## config.mk

```make
export PLATFORM = sky130hd
export DESIGN_NAME = cbef_seq
export DESIGN_NICKNAME = d
export VERILOG_FILES = /design/src/design/cbef_pkg.sv /design/src/design/cbef_seq.sv
export SDC_FILE = /design/constraint.sdc
export NUM_CORES = 1
export LEC_CHECK = 0
export BUFFER_PORTS_ARGS = -buffer_cell sky130_fd_sc_hd__buf_2
export CAP_MARGIN = 40
export CELL_PAD_IN_SITES_DETAIL_PLACEMENT = 0
export CELL_PAD_IN_SITES_GLOBAL_PLACEMENT = 1
export CORE_MARGIN = 2
export CORE_UTILIZATION = 37
export CTS_CLUSTER_SIZE = 16
export DETAILED_ROUTE_END_ITERATION = 8
export PLACE_DENSITY_LB_ADDON = 0.1
export SLEW_MARGIN = 20
export SYNTH_ARGS = -nofsm -noshare
export SYNTH_HDL_FRONTEND = slang
export SYNTH_SLANG_ARGS = --single-unit
```

## constraint.sdc

```tcl
create_clock -name clk -period 2.4 [get_ports clk]
set_clock_uncertainty 0.1 [all_clocks]
set_input_delay 0.12 -clock clk [delete_from_list [all_inputs] [get_ports clk]]
set_output_delay 0.12 -clock clk [all_outputs]
set_load 0.03 [all_outputs]
```

## src/design/cbef_pkg.sv

```systemverilog
`default_nettype none

package cbef_pkg;

    // Counts of nodes and clusters are held in this width (covers up to 511).
    localparam int CNT_W = 9;

    localparam int MAX_NODES_DEF    = 64;
    localparam int MAX_CLUSTERS_DEF = 64;
    localparam int WEIGHT_BITS_DEF  = 16;

    localparam int COUNT_RST = 64;

    localparam int NODE_W   = 6;
    localparam int EW_W     = 16;
    localparam int TOTAL_W  = 16;
    localparam int IN_TDATA_W  = 40;
    localparam int OUT_TDATA_W = 24;

    // Configuration register indexes
    localparam int REG_IDX_W = 1;
    localparam logic [REG_IDX_W-1:0] REG_NODE_COUNT    = 1'd0;
    localparam logic [REG_IDX_W-1:0] REG_CLUSTER_COUNT = 1'd1;
    localparam int CFG_W = 7;

    // Request codes
    localparam logic [1:0] REQ_SET  = 2'd0;
    localparam logic [1:0] REQ_ADD  = 2'd1;
    localparam logic [1:0] REQ_TEST = 2'd2;

    // Request class after range checks
    localparam logic [1:0] KIND_NONE = 2'd0;
    localparam logic [1:0] KIND_SET  = 2'd1;
    localparam logic [1:0] KIND_ADD  = 2'd2;
    localparam logic [1:0] KIND_TEST = 2'd3;

    // Datapath actions
    localparam int ACT_W = 4;
    localparam logic [ACT_W-1:0] ACT_NOP    = 4'd0;
    localparam logic [ACT_W-1:0] ACT_CLEAR  = 4'd1;
    localparam logic [ACT_W-1:0] ACT_IDLE   = 4'd2;
    localparam logic [ACT_W-1:0] ACT_WR_CLU = 4'd3;
    localparam logic [ACT_W-1:0] ACT_WR_WT  = 4'd4;
    localparam logic [ACT_W-1:0] ACT_RD_CV  = 4'd5;
    localparam logic [ACT_W-1:0] ACT_SETUP  = 4'd6;
    localparam logic [ACT_W-1:0] ACT_SCAN   = 4'd7;
    localparam logic [ACT_W-1:0] ACT_DRAIN  = 4'd8;
    localparam logic [ACT_W-1:0] ACT_REDUCE = 4'd9;
    localparam logic [ACT_W-1:0] ACT_EMIT   = 4'd10;

    // Branch kinds
    localparam int BR_W = 3;
    localparam logic [BR_W-1:0] BR_NEXT  = 3'd0;
    localparam logic [BR_W-1:0] BR_JUMP  = 3'd1;
    localparam logic [BR_W-1:0] BR_CLEAR = 3'd2;
    localparam logic [BR_W-1:0] BR_IDLE  = 3'd3;
    localparam logic [BR_W-1:0] BR_LOOP  = 3'd4;
    localparam logic [BR_W-1:0] BR_EMIT  = 3'd5;

    // Program steps
    localparam int STEP_W = 4;
    localparam logic [STEP_W-1:0] ST_CLEAR  = 4'd0;
    localparam logic [STEP_W-1:0] ST_IDLE   = 4'd1;
    localparam logic [STEP_W-1:0] ST_WRCLU  = 4'd2;
    localparam logic [STEP_W-1:0] ST_WRWT   = 4'd3;
    localparam logic [STEP_W-1:0] ST_RDCV   = 4'd4;
    localparam logic [STEP_W-1:0] ST_SETUP  = 4'd5;
    localparam logic [STEP_W-1:0] ST_SCAN   = 4'd6;
    localparam logic [STEP_W-1:0] ST_DRAIN  = 4'd7;
    localparam logic [STEP_W-1:0] ST_REDUCE = 4'd8;
    localparam logic [STEP_W-1:0] ST_EMIT   = 4'd9;

    typedef struct packed {
        logic [ACT_W-1:0]  act;
        logic [BR_W-1:0]   br;
        logic [STEP_W-1:0] tgt;
    } uword_t;

    typedef struct packed {
        logic        in_fire;
        logic [1:0]  kind;
        logic        clr_more;
        logic        scan_more;
    } stat_t;

    // Last field in the lowest bits
    typedef struct packed {
        logic [NODE_W-1:0] cluster_id;
        logic [EW_W-1:0]   edge_weight;
        logic [NODE_W-1:0] node_b;
        logic [NODE_W-1:0] node_a;
        logic [1:0]        req_type;
    } req_t;

    typedef struct packed {
        logic [TOTAL_W-1:0] eliminated_total;
        logic               eliminate;
    } res_t;

    function automatic uword_t ucode(input logic [STEP_W-1:0] step);
        uword_t w;
        case (step)
            ST_CLEAR:  w = '{ACT_CLEAR,  BR_CLEAR, ST_CLEAR};
            ST_IDLE:   w = '{ACT_IDLE,   BR_IDLE,  ST_IDLE};
            ST_WRCLU:  w = '{ACT_WR_CLU, BR_JUMP,  ST_EMIT};
            ST_WRWT:   w = '{ACT_WR_WT,  BR_JUMP,  ST_EMIT};
            ST_RDCV:   w = '{ACT_RD_CV,  BR_NEXT,  ST_IDLE};
            ST_SETUP:  w = '{ACT_SETUP,  BR_NEXT,  ST_IDLE};
            ST_SCAN:   w = '{ACT_SCAN,   BR_LOOP,  ST_SCAN};
            ST_DRAIN:  w = '{ACT_DRAIN,  BR_NEXT,  ST_IDLE};
            ST_REDUCE: w = '{ACT_REDUCE, BR_NEXT,  ST_IDLE};
            ST_EMIT:   w = '{ACT_EMIT,   BR_EMIT,  ST_IDLE};
            default:   w = '{ACT_NOP,    BR_JUMP,  ST_IDLE};
        endcase
        return w;
    endfunction

endpackage

`default_nettype wire

```

## src/design/cbef_seq.sv

```systemverilog
`default_nettype none

// Micro-sequencer: step counter over the control ROM in the package.
module cbef_seq (
    input  wire logic                       clk,
    input  wire logic                       rst_n,
    input  wire cbef_pkg::stat_t            stat,
    input  wire logic                       out_busy,
    output logic [cbef_pkg::ACT_W-1:0]      act
);

    logic [cbef_pkg::STEP_W-1:0] step_reg;
    logic [cbef_pkg::STEP_W-1:0] step_next;
    logic [cbef_pkg::STEP_W-1:0] disp;
    cbef_pkg::uword_t            uw;

    assign uw  = cbef_pkg::ucode(step_reg);
    assign act = uw.act;

    always_comb
    begin
        case (stat.kind)
            cbef_pkg::KIND_SET:  disp = cbef_pkg::ST_WRCLU;
            cbef_pkg::KIND_ADD:  disp = cbef_pkg::ST_WRWT;
            cbef_pkg::KIND_TEST: disp = cbef_pkg::ST_RDCV;
            default:             disp = cbef_pkg::ST_EMIT;
        endcase
    end

    always_comb
    begin
        case (uw.br)
            cbef_pkg::BR_NEXT:  step_next = step_reg + 1'b1;
            cbef_pkg::BR_JUMP:  step_next = uw.tgt;
            cbef_pkg::BR_CLEAR: step_next = stat.clr_more ? uw.tgt : step_reg + 1'b1;
            cbef_pkg::BR_IDLE:  step_next = stat.in_fire ? disp : step_reg;
            cbef_pkg::BR_LOOP:  step_next = stat.scan_more ? uw.tgt : step_reg + 1'b1;
            cbef_pkg::BR_EMIT:  step_next = out_busy ? step_reg : uw.tgt;
            default:            step_next = cbef_pkg::ST_IDLE;
        endcase
    end

    always_ff @(posedge clk or negedge rst_n)
    begin
        if (!rst_n)
        begin
            step_reg <= cbef_pkg::ST_CLEAR;
        end
        else
        begin
            step_reg <= step_next;
        end
    end

endmodule

`default_nettype wire

```

==> flow_summary.toml <==
[status]
outcome = "completed"

[logic_synthesis]
ys_seq_area_share_pct = 18.1
yosysTopAreaCell = "ha_1"
synth_edf_count = 0
synth_area_um2 = 554
synth.net_count = 85
synth_area_leaders = "ha_1 (23%), dfrtp_1 (18%), o21ai_0 (5.4%)"
synth_most_common_cell = "ha_1"
async_reset_ff_share_pct = 100
ys_seq_elements = 4
ys_top_cells_by_count = "ha_1 (10), inv_1 (7), nor2_1 (6), o21ai_0 (6)"
yosysUniqueCellTypes = 28
yosys_warnings = 0
syn_inst = 67
avgSynthCellArea_um2 = 8.27
synth_top_area_share_pct = 22.6
ys.flop_type = "dfrtp_1"

[cts]
cts_made_buffers = 3
insertion_delay_ns = 0.23
cts-root-buf = "clkbuf_4"
clk_path_buf_depth = 2
cts_tree = "done"
path_clk_slew_ns = 0.04
clock_sinks = 4
cts-htree-levels = 1
post_cts.repair.setup_buffers = 0

[drt]
dr.pass1.iters = 4
vias_per_cell = 5.59
wl_met1_um = 663
routed_wl_mm = 1.37
wl_met2_um = 659
vias = 542
routed-wl-met3_um = 51
avgRoutedWirePerCell_um = 14.2
drt_iter0_drc = 40
ant_nets = 0
highest_layer = "met3"
route.detailed.drc = 0

[timing]
min_period_over_period_pct = 81.7
fin_ws_ns = 0.440
maxSlewViolCount = 0
min_period_ns = 1.96
worst_hold_slack_ns = 0.140
tns_ns = 0
final_hold_viol_count = 0
setup-violations-final = 0
timing.fmax_mhz = 510
worst_pin_slew_ns = 0.495
rsz0062_at_grt = "false"
slew_headroom_pct = 67.0

[floorplanning]
ios = 12
dieArea_mm2 = 0.00182
coreArea_mm2 = 0.00135
rows = 13
initial_core_util_pct = 41.1
die_h_um = 42.7
die_x_um = 42.7

[grt]
antenna_found_initial = 0
grtUsageTotal_pct = 16.5
grt_pass1_vias = 490
grt.overflow.total = 0
grt_max_degree = 14
grt_pass1_wl_mm = 2.26

[worst_setup_path]
crit_start = "step_reg[1]"
rr_worst_depth = 6
crit_path_start_kind = "flop"
cp.required_ns = 2.44
path_class = "reg2reg"
r2r-end = "step_reg[1]"
worstPathArrival_ns = 2.00
end_kind = "flop"
r2r-start = "step_reg[1]"
crit_fanout = 7
reg2reg_slack_ns = 0.44

[finish]
drive_above_1_share_pct = 23.2
diodes = 0
num-nets-final = 102
fin_area_um2 = 657
multiInputGateArea_um2 = 409
fin_cells = 97
final_core_util_pct = 48.7
final.fill_count = 142
syn_to_final_growth_pct = 18.5
largest_reg_flops = 4
register_area_um2 = 100

[place]
dp_hpwl_mm = 1.02
dp_cells = 93
place_congestion = 0.788
place_area_um2 = 624
portBuffers = 11
dp_slack_ns = 0.479

[run]
drv_cap = 0

[worst_hold_path]
hold_class = "in2async"

[power_and_ir_drop]
powerDensity_mw_per_mm2 = 1370
ir_drop_v = 0.000483
total_power_mw = 0.901
p_leak_nw = 0.324
[layout make-up]
type	instances	share of cell area, %
flip-flops and latches	4	15.2
repair buffers	14	12.2
well taps	15	2.86
clock buffers	3	3.43
inverters	7	4.00
multi-input cells	54	62.3
[critical path: stages, from the launching register on]
cell      delay [ns]
dfrtp_1         0.37
inv_1           0.15
ha_1            0.36
nand2b_1        0.22
o32ai_1         0.31
o21ai_0         0.14
a32oi_1         0.22
[kinds of logic (layout without fill, tap and decap cells)]
logic type / count (synthesis) / count (layout) / synth area share [%]
and+or+nand+nor: 18 / 18 / 16.5
AOI/OAI and AO/OA: 24 / 24 / 30.9
muxes: 2 / 2 / 3.84
buffers and inverters: 9 / 24 / 8.13
DFF: 4 / 4 / 18.1
adders and majority gates: 10 / 10 / 22.6
[placed cells by master (no fill, tap or decap), types with 2 or more instances in the layout]
master	count
o32ai_1	2
a21oi_1	5
buf_2	11
o21ai_0	6
a22o_1	2
nor2_1	6
ha_1	10
buf_4	2
nand2_1	5
clkbuf_4	3
dfrtp_1	4
inv_1	7
nand2b_1	2
[worst max-delay path by stage]
stage	endpoint	slack, ns
2_1_floorplan	step_reg[1]	0.62
3_3_place_gp	step_reg[1]	0.44
3_5_place_dp	step_reg[1]	0.48
4_1_cts	step_reg[1]	0.47
5_1_grt	step_reg[1]	0.29
6_report	step_reg[1]	0.44
[routing by layer]
metal / vias to the layer above / GRT usage, %
met2: 15 / 25.5
met1: 249 / 23.1
met5: - / 0
met4: 0 / 7.50
li1: 278 / -
met3: 0 / 1.28
[power by group]
part / leakage [nW] / internal (mW) / total [mW] / switching [mW]
registers: 0.0494 / 0.0986 / 0.155 / 0.0566
clock network: 0.0138 / 0.0558 / 0.0818 / 0.0260
logic: 0.261 / 0.265 / 0.664 / 0.399
[timing repair]
action                    CTS  global route
hold endpoints to repair    4             0
hold buffers                1             0
gates resized for setup     0             0
(Power assumes the default switching activity.)
